===== src/hw/rtl/csem_pkg.sv =====
// package for the counting semaphore with a fifo wait queue
// holds the shared types, the command and status codes, and the field widths
// no dependencies
package csem_pkg;

    localparam int QUEUE_DEPTH_DEF    = 16;
    localparam int THREAD_ID_BITS_DEF = 8;

    localparam int CMD_W    = 2;
    localparam int ID_W     = 8;
    localparam int STATUS_W = 3;
    localparam int CFG_W    = 16;
    localparam int COUNT_W  = 17;

    localparam logic signed [COUNT_W-1:0] COUNT_MAX = 17'sd65535;

    typedef enum logic [CMD_W-1:0] {
        CMD_WAIT   = 2'd0,
        CMD_SIGNAL = 2'd1,
        CMD_OPEN   = 2'd2,
        CMD_CLOSE  = 2'd3
    } cmd_t;

    typedef enum logic [STATUS_W-1:0] {
        ST_PROCEED  = 3'd0,
        ST_BLOCKED  = 3'd1,
        ST_RELEASED = 3'd2,
        ST_CLOSED   = 3'd3,
        ST_FULL     = 3'd4
    } status_t;

    typedef struct packed {
        logic            valid;
        status_t         status;
        logic [ID_W-1:0] id;
        logic            last;
    } res_t;

endpackage


===== src/hw/rtl/csem_ram.sv =====
// generic single-port-write, single-port-read memory with registered read data
// no dependencies
module csem_ram #(
    parameter int WIDTH = 8,
    parameter int DEPTH = 16,
    parameter int ADDR_W = (DEPTH > 1) ? $clog2(DEPTH) : 1
) (
    input  logic              clk,
    input  logic              we,
    input  logic [ADDR_W-1:0] waddr,
    input  logic [WIDTH-1:0]  wdata,
    input  logic              re,
    input  logic [ADDR_W-1:0] raddr,
    output logic [WIDTH-1:0]  rdata
);

    logic [WIDTH-1:0] mem [DEPTH];
    logic [WIDTH-1:0] rdata_reg;

    always_ff @(posedge clk)
    begin
        if (we)
        begin
            mem[waddr] <= wdata;
        end
        if (re)
        begin
            rdata_reg <= mem[raddr];
        end
    end

    assign rdata = rdata_reg;

endmodule


===== src/hw/rtl/csem_ctrl.sv =====
// semaphore control: count, closed flag, queue pointers and the command sequencer
// depends on csem_pkg; drives the wait queue memory held in csem_ram
module csem_ctrl #(
    parameter int QUEUE_DEPTH    = csem_pkg::QUEUE_DEPTH_DEF,
    parameter int THREAD_ID_BITS = csem_pkg::THREAD_ID_BITS_DEF,
    parameter int PTR_W          = (QUEUE_DEPTH > 1) ? $clog2(QUEUE_DEPTH) : 1
) (
    input  logic                          clk,
    input  logic                          rst_n,
    input  logic                          in_valid,
    input  csem_pkg::cmd_t                in_cmd,
    input  logic [csem_pkg::ID_W-1:0]     in_tid,
    output logic                          in_ready,
    input  logic                          can_load,
    input  logic                          cfg_we,
    input  logic [csem_pkg::CFG_W-1:0]    cfg_wdata,
    output logic                          ram_we,
    output logic [PTR_W-1:0]              ram_waddr,
    output logic [THREAD_ID_BITS-1:0]     ram_wdata,
    output logic                          ram_re,
    output logic [PTR_W-1:0]              ram_raddr,
    input  logic [THREAD_ID_BITS-1:0]     ram_rdata,
    output csem_pkg::res_t                res
);

    import csem_pkg::*;

    localparam int FILL_W = $clog2(QUEUE_DEPTH + 1);

    typedef enum logic [1:0] {
        S_IDLE = 2'b01,
        S_EMIT = 2'b10
    } state_t;

    state_t                     state_reg, state_next;
    logic [CFG_W-1:0]           init_reg;
    logic signed [COUNT_W-1:0]  count_reg, count_next;
    logic                       closed_reg, closed_next;
    logic                       drain_reg, drain_next;
    logic [PTR_W-1:0]           head_reg, head_next;
    logic [PTR_W-1:0]           tail_reg, tail_next;
    logic [FILL_W-1:0]          fill_reg, fill_next;
    logic [PTR_W-1:0]           head_inc;
    logic [PTR_W-1:0]           tail_inc;
    logic                       accept;
    logic                       count_pos;
    logic                       fill_full;
    logic                       fill_one;

    assign head_inc  = (head_reg == PTR_W'(QUEUE_DEPTH - 1)) ? '0 : head_reg + 1'b1;
    assign tail_inc  = (tail_reg == PTR_W'(QUEUE_DEPTH - 1)) ? '0 : tail_reg + 1'b1;
    assign in_ready  = (state_reg == S_IDLE) && can_load;
    assign accept    = in_valid && in_ready;
    assign count_pos = !count_reg[COUNT_W-1] && (count_reg != '0);
    assign fill_full = (fill_reg == FILL_W'(QUEUE_DEPTH));
    assign fill_one  = (fill_reg == FILL_W'(1));

    assign ram_waddr = tail_reg;
    assign ram_wdata = THREAD_ID_BITS'(in_tid);

    always_comb
    begin
        state_next  = state_reg;
        count_next  = count_reg;
        closed_next = closed_reg;
        drain_next  = drain_reg;
        head_next   = head_reg;
        tail_next   = tail_reg;
        fill_next   = fill_reg;
        ram_we      = 1'b0;
        ram_re      = 1'b0;
        ram_raddr   = head_reg;
        res.valid   = 1'b0;
        res.status  = ST_PROCEED;
        res.id      = '0;
        res.last    = 1'b1;
        unique case (state_reg)
            S_IDLE:
            begin
                if (accept)
                begin
                    unique case (in_cmd)
                        CMD_WAIT:
                        begin
                            res.valid = 1'b1;
                            if (closed_reg)
                            begin
                                res.status = ST_CLOSED;
                            end
                            else if (count_pos)
                            begin
                                count_next = count_reg - 1'b1;
                            end
                            else if (fill_full)
                            begin
                                res.status = ST_FULL;
                            end
                            else
                            begin
                                count_next = count_reg - 1'b1;
                                ram_we     = 1'b1;
                                tail_next  = tail_inc;
                                fill_next  = fill_reg + 1'b1;
                                res.status = ST_BLOCKED;
                            end
                        end
                        CMD_SIGNAL:
                        begin
                            if (closed_reg)
                            begin
                                res.valid  = 1'b1;
                                res.status = ST_CLOSED;
                            end
                            else if (count_reg[COUNT_W-1] && (fill_reg != '0))
                            begin
                                ram_re     = 1'b1;
                                drain_next = 1'b0;
                                state_next = S_EMIT;
                            end
                            else
                            begin
                                res.valid = 1'b1;
                                if (count_reg != COUNT_MAX)
                                begin
                                    count_next = count_reg + 1'b1;
                                end
                            end
                        end
                        CMD_OPEN:
                        begin
                            res.valid   = 1'b1;
                            count_next  = COUNT_W'(init_reg);
                            head_next   = '0;
                            tail_next   = '0;
                            fill_next   = '0;
                            closed_next = 1'b0;
                        end
                        CMD_CLOSE:
                        begin
                            closed_next = 1'b1;
                            if (fill_reg == '0)
                            begin
                                res.valid = 1'b1;
                                head_next = '0;
                                tail_next = '0;
                            end
                            else
                            begin
                                ram_re     = 1'b1;
                                drain_next = 1'b1;
                                state_next = S_EMIT;
                            end
                        end
                        default:
                        begin
                            res.valid = 1'b0;
                        end
                    endcase
                end
            end
            S_EMIT:
            begin
                if (can_load)
                begin
                    res.valid  = 1'b1;
                    res.status = ST_RELEASED;
                    res.id     = ID_W'(ram_rdata);
                    res.last   = !drain_reg || fill_one;
                    head_next  = head_inc;
                    fill_next  = fill_reg - 1'b1;
                    if (!drain_reg)
                    begin
                        count_next = count_reg + 1'b1;
                        state_next = S_IDLE;
                    end
                    else if (fill_one)
                    begin
                        head_next  = '0;
                        tail_next  = '0;
                        state_next = S_IDLE;
                    end
                    else
                    begin
                        ram_re    = 1'b1;
                        ram_raddr = head_inc;
                    end
                end
            end
            default:
            begin
                state_next = S_IDLE;
            end
        endcase
    end

    always_ff @(posedge clk or negedge rst_n)
    begin
        if (!rst_n)
        begin
            state_reg  <= S_IDLE;
            init_reg   <= '0;
            count_reg  <= '0;
            closed_reg <= 1'b0;
            drain_reg  <= 1'b0;
            head_reg   <= '0;
            tail_reg   <= '0;
            fill_reg   <= '0;
        end
        else
        begin
            state_reg  <= state_next;
            count_reg  <= count_next;
            closed_reg <= closed_next;
            drain_reg  <= drain_next;
            head_reg   <= head_next;
            tail_reg   <= tail_next;
            fill_reg   <= fill_next;
            if (cfg_we)
            begin
                init_reg <= cfg_wdata;
            end
        end
    end

endmodule


===== src/hw/rtl/counting_semaphore_fifo_waitq_core.sv =====
// counting semaphore with a fifo of blocked thread ids, top level
// results pass through the output register, in the cycle after the input transfer; a releasing
// signal and a close with waiters first read the wait queue memory, then one waiter per cycle
// while the output is not stalled; input takes one item per cycle likewise, none while releasing
// reset clears count, closed flag, queue pointers and initial_count; queue memory is not cleared
// depends on csem_pkg, csem_ctrl and csem_ram
module counting_semaphore_fifo_waitq_core #(
    parameter int QUEUE_DEPTH    = csem_pkg::QUEUE_DEPTH_DEF,
    parameter int THREAD_ID_BITS = csem_pkg::THREAD_ID_BITS_DEF
) (
    input  logic                       clk,
    input  logic                       rst_n,
    input  logic                       s_tvalid,
    output logic                       s_tready,
    input  logic [7:0]                 s_tdata,    // thread_id[7:0]
    input  logic [1:0]                 s_tuser,    // cmd[1:0]
    output logic                       m_tvalid,
    input  logic                       m_tready,
    output logic [7:0]                 m_tdata,    // released_id[7:0]
    output logic [2:0]                 m_tuser,    // status[2:0]
    output logic                       m_tlast,
    input  logic                       cfg_we,
    input  logic [csem_pkg::CFG_W-1:0] cfg_wdata
);

    import csem_pkg::*;

    localparam int PTR_W = (QUEUE_DEPTH > 1) ? $clog2(QUEUE_DEPTH) : 1;

    logic                      can_load;
    logic                      ram_we;
    logic [PTR_W-1:0]          ram_waddr;
    logic [THREAD_ID_BITS-1:0] ram_wdata;
    logic                      ram_re;
    logic [PTR_W-1:0]          ram_raddr;
    logic [THREAD_ID_BITS-1:0] ram_rdata;
    res_t                      res;
    logic                      out_valid_reg;
    status_t                   out_status_reg;
    logic [ID_W-1:0]           out_id_reg;
    logic                      out_last_reg;

    assign can_load = !out_valid_reg || m_tready;

    csem_ctrl #(
        .QUEUE_DEPTH    (QUEUE_DEPTH),
        .THREAD_ID_BITS (THREAD_ID_BITS),
        .PTR_W          (PTR_W)
    ) u_ctrl (
        .clk       (clk),
        .rst_n     (rst_n),
        .in_valid  (s_tvalid),
        .in_cmd    (cmd_t'(s_tuser)),
        .in_tid    (s_tdata),
        .in_ready  (s_tready),
        .can_load  (can_load),
        .cfg_we    (cfg_we),
        .cfg_wdata (cfg_wdata),
        .ram_we    (ram_we),
        .ram_waddr (ram_waddr),
        .ram_wdata (ram_wdata),
        .ram_re    (ram_re),
        .ram_raddr (ram_raddr),
        .ram_rdata (ram_rdata),
        .res       (res)
    );

    csem_ram #(
        .WIDTH  (THREAD_ID_BITS),
        .DEPTH  (QUEUE_DEPTH),
        .ADDR_W (PTR_W)
    ) u_queue_ram (
        .clk   (clk),
        .we    (ram_we),
        .waddr (ram_waddr),
        .wdata (ram_wdata),
        .re    (ram_re),
        .raddr (ram_raddr),
        .rdata (ram_rdata)
    );

    // output register
    always_ff @(posedge clk or negedge rst_n)
    begin
        if (!rst_n)
        begin
            out_valid_reg <= 1'b0;
        end
        else if (res.valid)
        begin
            out_valid_reg <= 1'b1;
        end
        else if (m_tready)
        begin
            out_valid_reg <= 1'b0;
        end
    end

    always_ff @(posedge clk)
    begin
        if (res.valid)
        begin
            out_status_reg <= res.status;
            out_id_reg     <= res.id;
            out_last_reg   <= res.last;
        end
    end

    assign m_tvalid = out_valid_reg;
    assign m_tdata  = out_id_reg;
    assign m_tuser  = out_status_reg;
    assign m_tlast  = out_last_reg;

`ifndef ASSERT_OFF
    a_nonrelease_last : assert property (@(posedge clk) disable iff (!rst_n)
        (m_tvalid && (m_tuser != ST_RELEASED)) |-> m_tlast)
        else $error("non-release result without tlast");

    a_nonrelease_zero_id : assert property (@(posedge clk) disable iff (!rst_n)
        (m_tvalid && (m_tuser != ST_RELEASED)) |-> (m_tdata == '0))
        else $error("released id set on a non-release result");

    a_open_proceeds : assert property (@(posedge clk) disable iff (!rst_n)
        (s_tvalid && s_tready && (s_tuser == CMD_OPEN)) |=>
        (m_tvalid && (m_tuser == ST_PROCEED) && m_tlast))
        else $error("open did not answer proceed in the next cycle");

    a_no_accept_on_stall : assert property (@(posedge clk) disable iff (!rst_n)
        (m_tvalid && !m_tready) |-> !s_tready)
        else $error("input transfer taken while the output register is stalled");
`endif

endmodule


===== config.mk =====
export PLATFORM = sky130hd
export DESIGN_NAME = counting_semaphore_fifo_waitq_core
export DESIGN_NICKNAME = d
export VERILOG_FILES = /design/src/hw/rtl/csem_pkg.sv /design/src/hw/rtl/csem_ram.sv /design/src/hw/rtl/csem_ctrl.sv /design/src/hw/rtl/counting_semaphore_fifo_waitq_core.sv
export SDC_FILE = /design/constraint.sdc
export NUM_CORES = 1
export LEC_CHECK = 0
export ABC_AREA = 1
export CAP_MARGIN = 10
export CORE_MARGIN = 2
export CORE_UTILIZATION = 30
export CTS_CLUSTER_DIAMETER = 50
export CTS_CLUSTER_SIZE = 30
export DETAILED_ROUTE_END_ITERATION = 6
export DONT_BUFFER_PORTS = 1
export PLACE_DENSITY_LB_ADDON = 0.25
export SLEW_MARGIN = 15
export SYNTH_ARGS = -nofsm -noshare
export SYNTH_HDL_FRONTEND = slang
export SYNTH_SLANG_ARGS = --single-unit

===== constraint.sdc =====
create_clock -name clk -period 3.2 [get_ports clk]
set_clock_uncertainty 0.05 [all_clocks]
set_input_delay 0.48 -clock clk [delete_from_list [all_inputs] [get_ports clk]]
set_output_delay 0.48 -clock clk [all_outputs]
set_load 0.005 [all_outputs]

==> results of run 1 <==
## metrics by stage
stage / utilization / cell area [sq um] / total power, uW / hold WS (ns)
final: 0.341 / 11400 / 8510 / 0.0683
after CTS: 0.339 / 11400 / 8580 / 0.0444
after detailed placement: 0.321 / 10800 / 6360 / 0.136
after floorplan: - / 10200 / 5630 / 0.134
after global placement: 0.321 / 10800 / 6360 / 0.136
after global routing: 0.341 / 11400 / 9130 / 0.0426
## layout by cell type (no fill, tap or decap), drive strengths merged, types with 18 or more instances in the layout
cell	n
nor3	28
nand3	163
o21ai	71
buf	30
ha	18
dfrtp	50
inv	222
nand2	268
nor2	63
edfxtp	148
## per-layer routing
| metal | track usage | vias up | wire length (um) | part of all wire |
|---|---|---|---|---|
| met5 | 0 | - | 0 | 0 |
| met4 | 0.0487 | 0 | 433 | 0.017 |
| met3 | 0.0248 | 20 | 838 | 0.032 |
| met2 | 0.247 | 150 | 12400 | 0.48 |
| met1 | 0.203 | 3519 | 12100 | 0.47 |
| li1 | - | 3721 | - | - |
## worst max path at each step
stage	cells after the start	to	slack (ns)
final	15	u_ctrl.count_reg[16]$_DFFE_PN0P_	0.25
after global routing	11	u_queue_ram.mem[6][2]$_DFFE_PP_	0.04
after CTS	15	u_ctrl.count_reg[16]$_DFFE_PN0P_	0.12
after detailed placement	15	u_ctrl.count_reg[16]$_DFFE_PN0P_	0.14
after global placement	15	u_ctrl.count_reg[16]$_DFFE_PN0P_	0.09
after floorplan	11	u_queue_ram.mem[5][0]$_DFFE_PP_	0.63
## power groups by stage
stage / registers (uW) / clock network [uW] / logic (uW)
after CTS: 3330 / 2230 / 3010
after detailed placement: 3380 / 0 / 2980
after floorplan: 3270 / 0 / 2360
after global placement: 3380 / 0 / 2980
after global routing: 3370 / 2330 / 3430
final: 3330 / 2170 / 3010
## cell families after synthesis
family          synth area share
buf+inv                    0.104
compound gates            0.0576
fa+ha+maj                 0.0220
mux                      0.00659
simple gates               0.238
xor+xnor                  0.0128
flops                      0.558
## cell type report
class / count / area [sq um]
sequential: 199 / 5720
inverter: 218 / 821
timing repair buffer: 31 / 280
multi-input combinational: 683 / 3480
clock buffer: 17 / 425
clock inverter: 14 / 163
tap: 448 / 561
fill: 3471 / 22200
## timing repair
| item | 4_1_cts | 5_1_grt |
|---|---|---|
| endpoints found under the setup margin | 0 | 29 |
| hold buffers | 2 | 0 |
| resized for setup | 0 | 4 |
| setup buffers | 0 | 2 |
| endpoints found under the hold margin | 51 | 0 |
## worst max-delay path, stage by stage, from the launching register on
cell,delay [ns]
sky130_fd_sc_hd__dfrtp_1,0.40
sky130_fd_sc_hd__ha_1,0.19
sky130_fd_sc_hd__nand2_1,0.07
sky130_fd_sc_hd__inv_1,0.13
sky130_fd_sc_hd__nand4_1,0.21
sky130_fd_sc_hd__nor2_1,0.20
sky130_fd_sc_hd__nand3_1,0.14
sky130_fd_sc_hd__nor4_1,0.31
sky130_fd_sc_hd__ha_1,0.24
sky130_fd_sc_hd__o21ai_0,0.08
sky130_fd_sc_hd__o211ai_1,0.12
sky130_fd_sc_hd__nor2_2,0.08
sky130_fd_sc_hd__nand2_2,0.22
sky130_fd_sc_hd__inv_4,0.17
sky130_fd_sc_hd__o21ai_0,0.11
sky130_fd_sc_hd__o21ai_0,0.10
==> flow_metrics.py, run 1 <==
metrics = {
    "clocking": {
        "cts_root_buffer": "sky130_fd_sc_hd__clkbuf_16",
        "cts_buffers": 17,
        "worstSkewPairLatency_ns": 0.45,
        "cts-htree-levels": 4,
        "numClockSinks": 199,
        "clk_pin_slew_ns": 0.08,
        "number_of_buffers_on_the_longest_clock_path": 2,
        "cts_tree": "done",
    },
    "status": {
        "status": "finished, final reports clean",
    },
    "synthesis": {
        "ys_top_cells_by_area": "sky130_fd_sc_hd__edfxtp_1 (43%), sky130_fd_sc_hd__dfrtp_1 (12%), sky130_fd_sc_hd__nand2_1 (9.4%)",
        "number_of_synthesized_flops_with_an_enable_pin": 148,
        "asyncSetResetFlopFracSynth": 0.256,
        "ys_warn_count": 0,
        "synthCells": 1135,
        "yosysMostFrequentCell": "sky130_fd_sc_hd__nand2_1",
        "netlist.top_cell.by_area": "sky130_fd_sc_hd__edfxtp_1",
        "post_synth_cell_types": 41,
        "netlist_area_sq_um": 10200,
        "syn-num-nets": 1184,
        "ys_seq_elements": 199,
        "synth_ff_type": "sky130_fd_sc_hd__edfxtp_1",
        "seq_area_frac_synth": 0.558,
        "leading_post_synthesis_cells_by_instance_count": "sky130_fd_sc_hd__nand2_1 (257), sky130_fd_sc_hd__inv_1 (214), sky130_fd_sc_hd__nand3_1 (159)",
        "avgSynthCellArea_sq_um": 9.03,
        "yosysTopAreaCellShare": 0.434,
    },
    "worst_setup_path": {
        "worst_setup_path_start_kind": "flop",
        "timing_worst_setup_path_type": "flop to flop",
        "timing.critical_path.required_ns": 3.47,
        "cp_max_fo": 24,
        "crit_start": "u_ctrl.count_reg[0]$_DFFE_PN0P_",
        "worstReg2RegEnd": "u_ctrl.count_reg[16]$_DFFE_PN0P_",
        "worstReg2RegStart": "u_ctrl.count_reg[0]$_DFFE_PN0P_",
        "end_kind": "flop",
        "setup.reg_to_reg.worst_slack_ns": 0.25,
        "reg2regPathDepth": 15,
        "worst_ep_arrival_time_ns": 3.22,
    },
    "finish": {
        "finalNetCount": 1199,
        "post_route_cells_drive_above_1_share": 0.0878,
        "diodes": 0,
        "cell_count_final_fillers_out": 1610,
        "largest_register_ff_count": 128,
        "area_delta_synth_final_pct": 11.7,
    },
    "route": {
        "total_wirelength_um": 25800,
        "first_iter_violations": 707,
        "remaining_drc_errors": 0,
        "route.antenna.remaining_nets": 0,
        "drt_first_pass_iters": 5,
        "wire_length_per_cell_um": 16.0,
        "route.detailed.vias_per_inst": 4.60,
        "route.vias.total": 7410,
    },
    "global_route": {
        "overflow": 0,
        "grt_antenna_before_repair": 0,
        "vias_in_the_first_global_route": 7260,
        "wire_length_of_the_first_global_routing_pass_um": 41100,
        "grt.total_usage": 0.151,
        "grt_start_max_net_pins": 57,
    },
    "power": {
        "total_leakage_power_uw": 0.00492,
        "ir_drop_mv": 0.410,
        "internal_power_uw": 5100,
        "power.switching_fraction": 0.401,
        "clock_power_share": 0.255,
        "pwr_density_cell_nw_per_um2": 743,
        "power_switching_uw": 3410,
        "comb_power_share": 0.354,
        "sequential_cell_fraction_of_total_power": 0.391,
    },
    "floorplan": {
        "io-pin-count": 45,
        "core_region_area_sq_um": 33600,
        "die_y_um": 189,
        "fp.dieW_um": 189,
        "placementRows": 67,
        "design.die.area_sq_um": 35700,
        "initial_core_util": 0.305,
    },
    "timing": {
        "final-setup-viol-count": 0,
        "tns_ns": 0,
        "worstMarginPinSlew_ns": 1.08,
        "timing.fmax_mhz": 339,
        "grt_setup_unrepaired": "false",
        "layout_worst_path_cycle_share": 0.922,
        "finalCriticalPeriod_ns": 2.95,
        "final-hold-violation-count": 0,
        "worst_slack_ns": 0.249,
        "finalMaxSlewViolations": 0,
        "max_slew_margin": 0.278,
    },
    "hold_path": {
        "whs_endpoint": "u_queue_ram.mem[10][6]$_DFFE_PP_",
        "hp-class": "primary input to flop",
        "hold_path_cells": 0,
        "hp-start": "s_tdata[6]",
    },
    "place": {
        "gp_routability_congestion": 0.827,
        "final_hpwl_from_detailed_placement_um": 17900,
        "place.port_buffers": 0,
        "place_inst": 1575,
        "setup_slack_after_placement_ns": 0.142,
    },
    "flow_run": {
        "max_cap_viol_count": 0,
    },
}
(Power assumes the default switching activity.)
==> run 2: changes to the inputs <==
==> constraint.sdc (replaced) <==
create_clock -name clk -period 3.2 [get_ports clk]
set_clock_uncertainty 0.05 [all_clocks]
set_input_delay 0.32 -clock clk [delete_from_list [all_inputs] [get_ports clk]]
set_output_delay 0.32 -clock clk [all_outputs]
set_load 0.005 [all_outputs]
==> run 2 against run 1 <==
Count of clock-buffer cells in the layout unchanged. Sequential power about the same. Global-route usage increased by 0.29 points. Clock power about the same. First-iteration DRC count increased by 9.6%. Setup slack got worse by 0.018 ns. Critical endpoint is now u_queue_ram.mem[6][2]$_DFFE_PP_.
==> flow_metrics.py, run 2 (same netlist as run 1, synthesis figures left out) <==
metrics = {
    "status": {
        "status": "finished, final reports clean",
    },
    "route": {
        "first_iter_violations": 775,
        "route.vias.total": 7574,
        "route.antenna.remaining_nets": 0,
        "wire_length_per_cell_um": 16.1,
        "remaining_drc_errors": 0,
        "drt_first_pass_iters": 5,
        "route.detailed.vias_per_inst": 4.63,
        "total_wirelength_um": 26400,
    },
    "place": {
        "final_hpwl_from_detailed_placement_um": 17900,
        "setup_slack_after_placement_ns": 0.142,
        "place_inst": 1575,
        "gp_routability_congestion": 0.827,
        "place.port_buffers": 0,
    },
    "worst_setup_path": {
        "crit_buf_inv": 2,
        "end_kind": "flop",
        "cp_max_fo": 16,
        "timing.critical_path.required_ns": 3.30,
        "cpPeakStageDelay_ns": 0.42,
        "worst_path_max_delay_cell": "sky130_fd_sc_hd__dfrtp_1",
        "crit_start": "u_ctrl.count_reg[0]$_DFFE_PN0P_",
        "worst_ep_arrival_time_ns": 3.07,
        "worst_setup_path_start_kind": "flop",
        "worstPathCellList": "inv_1, ha_1, nand3_1, nor2_2, nand2_1, nand2_2, nand2_2, nor2_2, nand3_2, nor3_1, buf_4",
        "crit_family": "simple AND/OR/NAND/NOR gates",
        "worstReg2RegStart": "u_ctrl.count_reg[0]$_DFFE_PN0P_",
        "timing_worst_setup_path_type": "flop to flop",
    },
    "hold_path": {
        "hp-start": "m_tready",
        "hp-class": "primary input to flop",
    },
    "flow_run": {
        "max_cap_viol_count": 0,
    },
    "timing": {
        "worstMarginPinSlew_ns": 1.08,
        "whs_ns": 0.0893,
        "layout_worst_path_cycle_share": 0.928,
        "tns_ns": 0,
        "max_slew_margin": 0.280,
        "finalCriticalPeriod_ns": 2.97,
        "final-setup-viol-count": 0,
        "timing.fmax_mhz": 337,
        "final-hold-violation-count": 0,
        "finalMaxSlewViolations": 0,
        "worst_slack_ns": 0.231,
        "grt_setup_unrepaired": "false",
    },
    "finish": {
        "layout.cells.most_common_list": "sky130_fd_sc_hd__nand2_1 (257), sky130_fd_sc_hd__inv_1 (214), sky130_fd_sc_hd__nand3_1 (159), sky130_fd_sc_hd__edfxtp_1 (148), sky130_fd_sc_hd__o21ai_0 (60)",
        "post_route_cells_drive_above_1_share": 0.0859,
        "finalNetCount": 1224,
        "largest_register_ff_count": 128,
        "layout.cells.most_common": "sky130_fd_sc_hd__nand2_1",
        "postLayoutCoreUtil": 0.348,
        "cell_count_final_fillers_out": 1636,
        "area_delta_synth_final_pct": 14.2,
    },
    "global_route": {
        "grt_start_max_net_pins": 57,
        "wire_length_of_the_first_global_routing_pass_um": 41900,
        "overflow": 0,
        "vias_in_the_first_global_route": 7401,
        "grt_antenna_before_repair": 0,
        "grt.total_usage": 0.153,
    },
    "power": {
        "pwr_density_cell_nw_per_um2": 733,
        "ir_drop_mv": 0.414,
        "total_leakage_power_uw": 0.00502,
    },
    "floorplan": {
        "core_region_area_sq_um": 33600,
        "placementRows": 67,
        "initial_core_util": 0.305,
        "design.die.area_sq_um": 35700,
        "fp.dieW_um": 189,
        "io-pin-count": 45,
        "die_y_um": 189,
    },
    "clocking": {
        "cts_root_buffer": "sky130_fd_sc_hd__clkbuf_16",
        "cts_tree": "done",
        "clk_pin_slew_ns": 0.08,
        "worstSkewPairLatency_ns": 0.46,
        "cts_buffers": 17,
        "cts-htree-levels": 4,
        "number_of_buffers_on_the_longest_clock_path": 2,
        "numClockSinks": 199,
    },
}
==> run 2: changes by cell type in the layout (fill, tap and decap cells not counted), sizes merged <==
| cell | delta |
|---|---|
| diode | +1 |
| dlygate4sd3 | +25 |
==> run 2: final timing paths <==
| path | cells past startpoint | to | slack (ns) |
|---|---|---|---|
| max | 11 | u_queue_ram.mem[6][2]$_DFFE_PP_ | 0.23 |
| min | 3 | m_tvalid$_DFFE_PN0P_ | 0.09 |
| max reg2reg | 11 | u_queue_ram.mem[6][2]$_DFFE_PP_ | 0.23 |
| min in group asynchronous | 2 | u_ctrl.closed_reg$_DFFE_PN0P_ | 0.36 |
| min reg2reg | 2 | u_ctrl.state_reg[0]$_DFFE_PN1P_ | 0.46 |
| max in group asynchronous | 2 | u_ctrl.state_reg[0]$_DFFE_PN1P_ | 2.46 |
==> run 2: area by class of cell <==
| type | instances | area, sq um |
|---|---|---|
| diodes | 1 | 2.50 |
| clock buffers | 17 | 425 |
| clock inverters | 14 | 163 |
| fillers | 3448 | 21900 |
| inverters | 218 | 821 |
| multi-input cells | 683 | 3480 |
| flip-flops and latches | 199 | 5720 |
| well taps | 448 | 561 |
| repair buffers | 56 | 531 |
==> run 2: tightest hold or removal path: cells and delay by family <==
kind	cells	cell delay, ns
buffers and inverters	1	0.04
and+or+nand+nor	2	0.20
==> run 2: repair_timing <==
action / in CTS / in global routing
endpoints found under the hold margin: 195 / 0
gates resized for setup: 0 / 4
buffers inserted: 0 / 2
hold buffers: 27 / 0
endpoints found under the setup margin: 0 / 29
==> run 2: layer usage <==
| metal | vias to the layer above | global-route usage | routed length (um) |
|---|---|---|---|
| met3 | 26 | 0.0250 | 950 |
| met1 | 3586 | 0.207 | 12300 |
| met4 | 0 | 0.0481 | 438 |
| met5 | - | 0 | 0 |
| li1 | 3779 | - | - |
| met2 | 183 | 0.253 | 12700 |
==> run 2: report_power, final <==
part           internal, uW  switching [uW]  leakage [uW]
Combinational           944            2130       0.00276
Sequential             3070             259       0.00198
Clock                  1110            1070      0.000283
==> run 2: stage by stage <==
| stage | power [uW] | cell area [sq um] |
|---|---|---|
| 4_1_cts | 8640 | 11700 |
| 3_3_place_gp | 6360 | 10800 |
| 6_report | 8570 | 11700 |
| 5_1_grt | 9190 | 11700 |
| 2_1_floorplan | 5630 | 10200 |
| 3_5_place_dp | 6360 | 10800 |
